### src/hdl/assert_macros.svh
// assertion macros shared by the led pixel encoder modules
// no dependencies; included by the modules that carry assertions
`ifndef ASSERT_MACROS_SVH
`define ASSERT_MACROS_SVH

// clocked assertion, disabled while reset is asserted
`define LPE_ASSERT(lbl, clk, rst_n, prop, msg) \
    lbl: assert property (@(posedge clk) disable iff (!rst_n) prop) else $error(msg);

// clocked assertion that also holds during reset
`define LPE_ASSERT_ALWAYS(lbl, clk, prop, msg) \
    lbl: assert property (@(posedge clk) prop) else $error(msg);

`endif

### src/hdl/lpe_pkg.sv
// package for the led pixel spi timing encoder: payload types, constants,
// and the nibble-to-line-word encoding function; no dependencies
package lpe_pkg;

    localparam int PixelWidth    = 24;
    localparam int WordWidth     = 16;
    localparam int PadWidth      = 6;
    localparam int WordsPerPixel = 6;
    localparam int QueueDepthDef = 2;

    localparam logic [PadWidth-1:0] PadMax      = 6'd57;
    localparam logic [PadWidth-1:0] ResetWordsRst = 6'd3;
    localparam logic [3:0]          PatOne      = 4'h7;
    localparam logic [3:0]          PatZero     = 4'h1;
    localparam logic [WordWidth-1:0] ZeroWord   = '0;

    // configuration register indexes
    typedef enum logic [0:0] {
        CFG_COLOR_ORDER = 1'b0,
        CFG_RESET_WORDS = 1'b1
    } cfg_index_t;

    typedef struct packed {
        logic [PixelWidth-1:0] pixel_color;
        logic                  first_pixel;
        logic                  last_pixel;
    } pixel_in_t;

    typedef struct packed {
        logic [WordWidth-1:0] line_word;
        logic                 last_word;
    } word_out_t;

    // classified item handed from front to back
    typedef struct packed {
        logic [PixelWidth-1:0] seq_bytes;  // bytes in send order, first on top
        logic                  start_word;
        logic [PadWidth-1:0]   pad_cnt;    // already saturated
    } pix_cmd_t;

    // data bit k of the nibble drives word bits 15-4k down to 12-4k
    function automatic logic [WordWidth-1:0] nibble_word(input logic [3:0] nib);
        logic [WordWidth-1:0] w;
        w = '0;
        for (int k = 0; k < 4; k++) begin
            w[(15 - 4 * k) -: 4] = nib[k] ? PatOne : PatZero;
        end
        return w;
    endfunction

endpackage

### src/hdl/lpe_front.sv
// front end of the led pixel encoder: accepts pixels, reorders the colour
// bytes and saturates the pad count; depends on lpe_pkg
module lpe_front
    import lpe_pkg::*;
(
    input  logic                clk,
    input  logic                rst_n,
    input  logic                in_valid,
    output logic                in_stall,
    input  pixel_in_t           in_data,
    input  logic                color_order,
    input  logic [PadWidth-1:0] reset_words,
    output logic                push,
    output pix_cmd_t            push_data,
    input  logic                q_full
);

    logic     valid_reg;
    logic     valid_next;
    pix_cmd_t cmd_reg;
    pix_cmd_t cmd_next;
    logic     take;

    logic [7:0]          red;
    logic [7:0]          green;
    logic [7:0]          blue;
    logic [PadWidth-1:0] pad_sat;

    assign push     = valid_reg && !q_full;
    assign in_stall = valid_reg && q_full;
    assign take     = in_valid && !in_stall;

    always_comb
    begin
        red     = in_data.pixel_color[7:0];
        green   = in_data.pixel_color[15:8];
        blue    = in_data.pixel_color[23:16];
        pad_sat = (reset_words > PadMax) ? PadMax : reset_words;

        cmd_next = cmd_reg;
        if (take)
        begin
            cmd_next.seq_bytes  = color_order ? {red, green, blue} : {green, red, blue};
            cmd_next.start_word = in_data.first_pixel;
            cmd_next.pad_cnt    = in_data.last_pixel ? pad_sat : '0;
        end
        valid_next = take || (valid_reg && !push);
    end

    always_ff @(posedge clk or negedge rst_n)
    begin
        if (!rst_n)
        begin
            valid_reg <= 1'b0;
        end
        else
        begin
            valid_reg <= valid_next;
        end
    end

    always_ff @(posedge clk)
    begin
        cmd_reg <= cmd_next;
    end

    assign push_data = cmd_reg;

endmodule

### src/hdl/lpe_queue.sv
// short command queue between front and back of the led pixel encoder
// depends on lpe_pkg and assert_macros.svh
`include "assert_macros.svh"

module lpe_queue
    import lpe_pkg::*;
#(
    parameter int DEPTH = QueueDepthDef
)
(
    input  logic     clk,
    input  logic     rst_n,
    input  logic     push,
    input  pix_cmd_t push_data,
    output logic     full,
    input  logic     pop,
    output pix_cmd_t pop_data,
    output logic     q_valid
);

    localparam int PtrW = (DEPTH > 1) ? $clog2(DEPTH) : 1;
    localparam int CntW = $clog2(DEPTH + 1);

    pix_cmd_t          mem [DEPTH];
    logic [PtrW-1:0]   wr_ptr_reg;
    logic [PtrW-1:0]   wr_ptr_next;
    logic [PtrW-1:0]   rd_ptr_reg;
    logic [PtrW-1:0]   rd_ptr_next;
    logic [CntW-1:0]   count_reg;
    logic [CntW-1:0]   count_next;

    assign full     = (count_reg == CntW'(DEPTH));
    assign q_valid  = (count_reg != '0);
    assign pop_data = mem[rd_ptr_reg];

    always_comb
    begin
        wr_ptr_next = wr_ptr_reg;
        rd_ptr_next = rd_ptr_reg;
        count_next  = count_reg;
        if (push)
        begin
            wr_ptr_next = (wr_ptr_reg == PtrW'(DEPTH - 1)) ? '0 : wr_ptr_reg + 1'b1;
        end
        if (pop)
        begin
            rd_ptr_next = (rd_ptr_reg == PtrW'(DEPTH - 1)) ? '0 : rd_ptr_reg + 1'b1;
        end
        if (push && !pop)
        begin
            count_next = count_reg + 1'b1;
        end
        else if (pop && !push)
        begin
            count_next = count_reg - 1'b1;
        end
    end

    always_ff @(posedge clk or negedge rst_n)
    begin
        if (!rst_n)
        begin
            wr_ptr_reg <= '0;
            rd_ptr_reg <= '0;
            count_reg  <= '0;
        end
        else
        begin
            wr_ptr_reg <= wr_ptr_next;
            rd_ptr_reg <= rd_ptr_next;
            count_reg  <= count_next;
        end
    end

    always_ff @(posedge clk)
    begin
        if (push)
        begin
            mem[wr_ptr_reg] <= push_data;
        end
    end

    `LPE_ASSERT(a_no_overflow, clk, rst_n, push |-> !full, "push into full queue")
    `LPE_ASSERT(a_count_bound, clk, rst_n, count_reg <= CntW'(DEPTH), "queue count past depth")

endmodule

### src/hdl/lpe_back.sv
// back end of the led pixel encoder: word sequencer and output register
// depends on lpe_pkg and assert_macros.svh
`include "assert_macros.svh"

module lpe_back
    import lpe_pkg::*;
(
    input  logic      clk,
    input  logic      rst_n,
    input  logic      q_valid,
    input  pix_cmd_t  pop_data,
    output logic      pop,
    output logic      out_valid,
    input  logic      out_stall,
    output word_out_t out_data
);

    typedef enum logic [1:0] {
        PH_IDLE,
        PH_START,
        PH_DATA,
        PH_PAD
    } phase_t;

    phase_t              phase_reg;
    phase_t              phase_next;
    logic [PixelWidth-1:0] sr_reg;
    logic [PixelWidth-1:0] sr_next;
    logic [2:0]          cnt_reg;
    logic [2:0]          cnt_next;
    logic [PadWidth-1:0] pad_reg;
    logic [PadWidth-1:0] pad_next;
    logic                out_valid_reg;
    logic                out_valid_next;
    word_out_t           out_reg;
    word_out_t           out_next;

    logic                slot_free;
    logic                emit;
    logic                final_word;
    logic                data_end;
    logic [WordWidth-1:0] word;

    assign slot_free = !out_valid_reg || !out_stall;
    assign emit      = (phase_reg != PH_IDLE) && slot_free;
    assign data_end  = (cnt_reg == 3'(WordsPerPixel - 1));

    always_comb
    begin
        unique case (phase_reg)
            PH_DATA:  final_word = data_end && (pad_reg == '0);
            PH_PAD:   final_word = (pad_reg == PadWidth'(1));
            default:  final_word = 1'b0;
        endcase
        word = (phase_reg == PH_DATA) ? nibble_word(sr_reg[PixelWidth-1 -: 4]) : ZeroWord;
    end

    assign pop = q_valid && ((phase_reg == PH_IDLE) || (emit && final_word));

    always_comb
    begin
        phase_next     = phase_reg;
        sr_next        = sr_reg;
        cnt_next       = cnt_reg;
        pad_next       = pad_reg;
        out_valid_next = out_valid_reg && out_stall;
        out_next       = out_reg;

        if (emit)
        begin
            out_valid_next     = 1'b1;
            out_next.line_word = word;
            out_next.last_word = final_word;
            unique case (phase_reg)
                PH_START:
                begin
                    phase_next = PH_DATA;
                end
                PH_DATA:
                begin
                    sr_next  = {sr_reg[PixelWidth-5:0], 4'h0};
                    cnt_next = cnt_reg + 1'b1;
                    if (data_end)
                    begin
                        phase_next = (pad_reg == '0) ? PH_IDLE : PH_PAD;
                    end
                end
                PH_PAD:
                begin
                    pad_next = pad_reg - 1'b1;
                    if (final_word)
                    begin
                        phase_next = PH_IDLE;
                    end
                end
                default:
                begin
                    phase_next = phase_reg;
                end
            endcase
        end

        if (pop)
        begin
            phase_next = pop_data.start_word ? PH_START : PH_DATA;
            sr_next    = pop_data.seq_bytes;
            cnt_next   = '0;
            pad_next   = pop_data.pad_cnt;
        end
    end

    always_ff @(posedge clk or negedge rst_n)
    begin
        if (!rst_n)
        begin
            phase_reg     <= PH_IDLE;
            out_valid_reg <= 1'b0;
        end
        else
        begin
            phase_reg     <= phase_next;
            out_valid_reg <= out_valid_next;
        end
    end

    always_ff @(posedge clk)
    begin
        sr_reg  <= sr_next;
        cnt_reg <= cnt_next;
        pad_reg <= pad_next;
        out_reg <= out_next;
    end

    assign out_valid = out_valid_reg;
    assign out_data  = out_reg;

    `LPE_ASSERT(a_pop_nonempty, clk, rst_n, pop |-> q_valid, "pop from empty queue")
    `LPE_ASSERT(a_pad_live, clk, rst_n, phase_reg == PH_PAD |-> pad_reg != '0, "empty pad phase")

endmodule

### src/hdl/led_pixel_spi_timing_encoder_top.sv
// top level of the led pixel spi timing encoder: config registers, front,
// command queue and back; depends on lpe_pkg, lpe_front, lpe_queue, lpe_back
//
//  channel   direction  handshake           payload
//  -------   ---------  ------------------  ------------------------------------
//  in        input      in_valid/in_stall   pixel_color, first_pixel, last_pixel
//  out       output     out_valid/out_stall line_word, last_word
//  cfg       input      cfg_we              cfg_index, cfg_data (no read-back)
//
// one output beat per cycle while out_stall is low; a pixel gives six nibble words,
// plus a frame start word for a first pixel and reset_words (max 57) pad words after
// a frame end; the output beat rate of the word sequencer sets the pixel rate
// a new pixel is taken while earlier ones are still being sent: the front
// register and the command queue hold up to QUEUE_DEPTH + 1 pending pixels
// reset clears the pipeline; color_order resets to 0, reset_words to 3
// out_stall holds the output register; the front stalls only when the queue fills
module led_pixel_spi_timing_encoder_top
    import lpe_pkg::*;
#(
    parameter int QUEUE_DEPTH = QueueDepthDef
)
(
    input  logic                clk,
    input  logic                rst_n,
    input  logic                in_valid,
    output logic                in_stall,
    input  pixel_in_t           in_data,
    output logic                out_valid,
    input  logic                out_stall,
    output word_out_t           out_data,
    input  logic                cfg_we,
    input  logic [0:0]          cfg_index,
    input  logic [PadWidth-1:0] cfg_data
);

    // configuration registers
    logic                color_order_reg;
    logic                color_order_next;
    logic [PadWidth-1:0] reset_words_reg;
    logic [PadWidth-1:0] reset_words_next;

    // front to queue to back
    logic     push;
    pix_cmd_t push_data;
    logic     q_full;
    logic     pop;
    pix_cmd_t pop_data;
    logic     q_valid;

    always_comb
    begin
        color_order_next = color_order_reg;
        reset_words_next = reset_words_reg;
        if (cfg_we)
        begin
            unique case (cfg_index_t'(cfg_index))
                CFG_COLOR_ORDER: color_order_next = cfg_data[0];
                CFG_RESET_WORDS: reset_words_next = cfg_data;
                default:         color_order_next = color_order_reg;
            endcase
        end
    end

    always_ff @(posedge clk or negedge rst_n)
    begin
        if (!rst_n)
        begin
            color_order_reg <= 1'b0;
            reset_words_reg <= ResetWordsRst;
        end
        else
        begin
            color_order_reg <= color_order_next;
            reset_words_reg <= reset_words_next;
        end
    end

    // classify pixel: byte order and saturated pad count
    lpe_front u_front (
        .clk         (clk),
        .rst_n       (rst_n),
        .in_valid    (in_valid),
        .in_stall    (in_stall),
        .in_data     (in_data),
        .color_order (color_order_reg),
        .reset_words (reset_words_reg),
        .push        (push),
        .push_data   (push_data),
        .q_full      (q_full)
    );

    // decouples front stalls from the word sequencer
    lpe_queue #(
        .DEPTH (QUEUE_DEPTH)
    ) u_queue (
        .clk       (clk),
        .rst_n     (rst_n),
        .push      (push),
        .push_data (push_data),
        .full      (q_full),
        .pop       (pop),
        .pop_data  (pop_data),
        .q_valid   (q_valid)
    );

    // start word, six nibble words, pad words
    lpe_back u_back (
        .clk       (clk),
        .rst_n     (rst_n),
        .q_valid   (q_valid),
        .pop_data  (pop_data),
        .pop       (pop),
        .out_valid (out_valid),
        .out_stall (out_stall),
        .out_data  (out_data)
    );

endmodule

### config.mk
export PLATFORM = sky130hd
export DESIGN_NAME = led_pixel_spi_timing_encoder_top
export DESIGN_NICKNAME = d
export VERILOG_FILES = /design/src/hdl/lpe_pkg.sv /design/src/hdl/lpe_front.sv /design/src/hdl/lpe_queue.sv /design/src/hdl/lpe_back.sv /design/src/hdl/led_pixel_spi_timing_encoder_top.sv
export VERILOG_INCLUDE_DIRS = /design/src /design/src/hdl
export SDC_FILE = /design/constraint.sdc
export NUM_CORES = 1
export LEC_CHECK = 0
export CORE_ASPECT_RATIO = 0.9
export CORE_MARGIN = 5
export CORE_UTILIZATION = 57
export DETAILED_ROUTE_END_ITERATION = 8
export DONT_BUFFER_PORTS = 1
export HOLD_SLACK_MARGIN = 0.02
export PLACE_DENSITY_LB_ADDON = 0.08
export SKIP_CTS_REPAIR_TIMING = 1
export SYNTH_ARGS = -nofsm -noshare
export SYNTH_HDL_FRONTEND = slang
export SYNTH_SLANG_ARGS = --single-unit
### constraint.sdc
create_clock -name clk -period 2.2 [get_ports clk]
set_input_delay 0.22 -clock clk [delete_from_list [all_inputs] [get_ports clk]]
set_output_delay 0.22 -clock clk [all_outputs]
set_load 0.1 [all_outputs]
==> metrics.yaml <==
finish:
  layout.nets: 453
  drive_gt1_share_pct: 32.2
  multi_input_area_um2: 1510
  largest_reg_flops: 62
  fin_util_pct: 72.5
  stdcell_count: 551
  seq_area_um2: 4310
  diodes: 0
  area_delta_synth_final_pct: 23.7
  fillers: 634
route:
  drt_iter0_drc: 174
  drt_first_pass_iters: 4
  drc: 0
  routed_via_density: 5.36
  dr_total_vias: 2955
  drtAntennaViolNets: 0
  avgRoutedWirePerCell_um: 18.3
  routed_wl_um: 10100
placed_design:
  routabilityCongestion: 0.835
  placed_cells: 476
  dp_slack_ns: 0.0381
  io_buffers: 0
  place_hpwl_um: 5890
global_routing:
  grt_pass1_wl_um: 15000
  grt_util_all_layers_pct: 15.7
  grt-ovfl-total: 0
  antenna_found_initial: 0
  grt_start_max_net_pins: 32
  grt_pass1_vias: 2836
floorplan:
  fp.dieW_um: 118
  num_io_pins: 57
  initial_utilization_pct: 58.6
  core_area_um2: 10200
  dieArea_um2: 12700
  rows: 35
  die_h_um: 107
cts:
  clk_pin_slew_ns: 0.06
  cts_tree: "yes"
  clkLatencyLatePin_ns: 0.42
  cts_root_buffer: "clkbuf_16"
  numClockSinks: 147
  clk_path_buf_depth: 2
  numCtsBuffers: 17
  htreeDepth: 4
sta:
  slew_headroom_pct: 46.2
  tightest_slew_ns: 0.804
  tns_ns: 0
  period_minus_slack_ns: 2.10
  fin_ws_ns: 0.0956
  fmax_mhz: 475
  rsz0062_at_grt: "no"
  fin_crit_sh_pct: 95.7
  hold_viol: 0
  slew_violations: 0
  skew_ns: 0.00698
  setup_viol: 0
setup_path:
  critical-path-top-delay-family: "compound AO/OA/AOI/OAI gates"
  path_max_fanout: 20
  slowest_delay_ns: 0.41
  slowest_stage: "edfxtp_1"
  worstPathArrival_ns: 2.27
  reg2regPathDepth: 7
  crit_chain: "inv_2 > ha_2 > nand4b_1 > a211oi_2 > o22a_4 > buf_12 > mux2_4"
  worstPathRequired_ns: 2.36
  r2r-end: "u_back.sr_reg[14]"
  critPathCaptureType: "flip-flop"
  crit_start: "u_back.pad_reg[1]"
  critPathKind: "reg2reg"
  crit_buf_inv: 2
  r2r_slack_ns: 0.1
  r2r-start: "u_back.pad_reg[1]"
  cp-start-kind: "flip-flop"
yosys:
  yosys.area.top_type_share_pct: 64.6
  ys_types: 42
  synthArstFlopShare_pct: 10.2
  yosys.area.top_type: "edfxtp_1"
  synth_edf_count: 129
  synthCells: 338
  ys_warn_count: 0
  synth-main-ff-cell: "edfxtp_1"
  ys_seq_elements: 147
  synthTopCellsByArea: "edfxtp_1 65%, mux2_2 8.3%, dfrtp_1 5.4%, mux2_4 5.0%, mux2i_1 2.7%"
  syn-cell-area_um2: 6000
  syn_area_per_cell_um2: 17.8
  synth_seq_area_share_pct: 71.9
min_path:
  holdPathEnd: "u_front.push_data[1]"
  holdPathStages: 1
  hp-class: "in2reg"
  worstHoldStart: "in_data[0]"
pwr:
  powerDensity_nw_per_um2: 1360
  p_seq_share_pct: 43.6
  peakVddDrop_mv: 1.26
  switching_share_pct: 29.8
  internal_power_mw: 7.10
  comb_power_share_pct: 26.9
  switching_power_mw: 3.02
  p_clk_share_pct: 29.5
  p_total_mw: 10.1
  leakage_nw: 2.74
outcome:
  status: "completed"
flow_run:
  max_cap_viol_count: 0
[layer usage]
| metal | part of all wire (%) | GRT usage (%) | up-vias |
|---|---|---|---|
| met5 | 0 | 0 | - |
| met4 | 0.70 | 6.80 | 0 |
| met3 | 5.7 | 6.73 | 7 |
| met2 | 48 | 22.8 | 84 |
| met1 | 45 | 20.7 | 1464 |
| li1 | - | - | 1400 |
[worst max path at each step]
stage,to,slack [ns],depth (start not counted)
6_report,u_back.sr_reg[14],0.1,7
5_1_grt,u_queue.count_reg[1],0.007,10
4_1_cts,u_queue.count_reg[1],0.03,10
3_5_place_dp,u_queue.count_reg[1],0.04,8
3_3_place_gp,u_queue.count_reg[1],0.11,8
2_1_floorplan,u_back.sr_reg[0],0.06,5
[kinds of logic (layout without fill, tap and decap cells)]
kind of cell / Yosys count / after routing / synth area share, %
other: 1 / 4 / 0.0625
adders and majority gates: 6 / 6 / 1.25
DFF: 147 / 147 / 71.9
AOI/OAI and AO/OA: 15 / 15 / 2.00
buffers and inverters: 30 / 111 / 3.27
xor gates and xnor gates: 11 / 11 / 1.61
muxes: 80 / 80 / 15.9
and+or+nand+nor: 48 / 48 / 4.02
[Yosys cell counts, drive strengths merged (2+ instances only)]
cell	n
edfxtp	129
mux2	64
buf	17
mux2i	16
nand2	14
dfrtp	13
nor2	11
and2	8
inv	8
ha	6
xor2	6
a21oi	5
clkbuf	5
xnor2	5
and3	3
dfxtp	3
nand3	3
dfstp	2
nand2b	2
nor2b	2
[through the flow]
step | hold slack [ns] | cell area [um^2]
floorplan | -0.0756 | 6020
global placement | -0.0752 | 6380
detailed placement | -0.0752 | 6380
CTS | -0.523 | 7000
global route | 0.0182 | 7430
finish | 0.0395 | 7430
[power by group through the flow]
stage	Sequential (mW)	Combinational (mW)	Clock (mW)
after floorplan	4.54	1.78	0
after global placement	4.41	2.62	0
after detailed placement	4.44	2.65	0
after CTS	4.40	2.66	3.02
after global routing	4.49	2.91	3.19
final	4.41	2.73	2.99
[cell usage in the layout (no fill, tap or decap), types with 8 or more instances in the layout]
| master | instances |
|---|---|
| mux2_4 | 20 |
| nand2_1 | 13 |
| dfrtp_1 | 12 |
| buf_4 | 22 |
| dlygate4sd3_1 | 40 |
| mux2i_1 | 16 |
| edfxtp_1 | 129 |
| and2_1 | 8 |
| clkbuf_16 | 17 |
| nor2_1 | 10 |
| mux2_2 | 44 |
[layout make-up]
cell class | count | share of cell area [%]
clock buffer | 19 | 5.83
clock inverter | 13 | 2.48
timing repair buffer | 71 | 10.6
inverter | 8 | 0.438
sequential | 147 | 58.1
tap | 129 | 2.17
multi-input combinational | 164 | 20.4
Note: power is estimated with default switching activity, not from simulation.
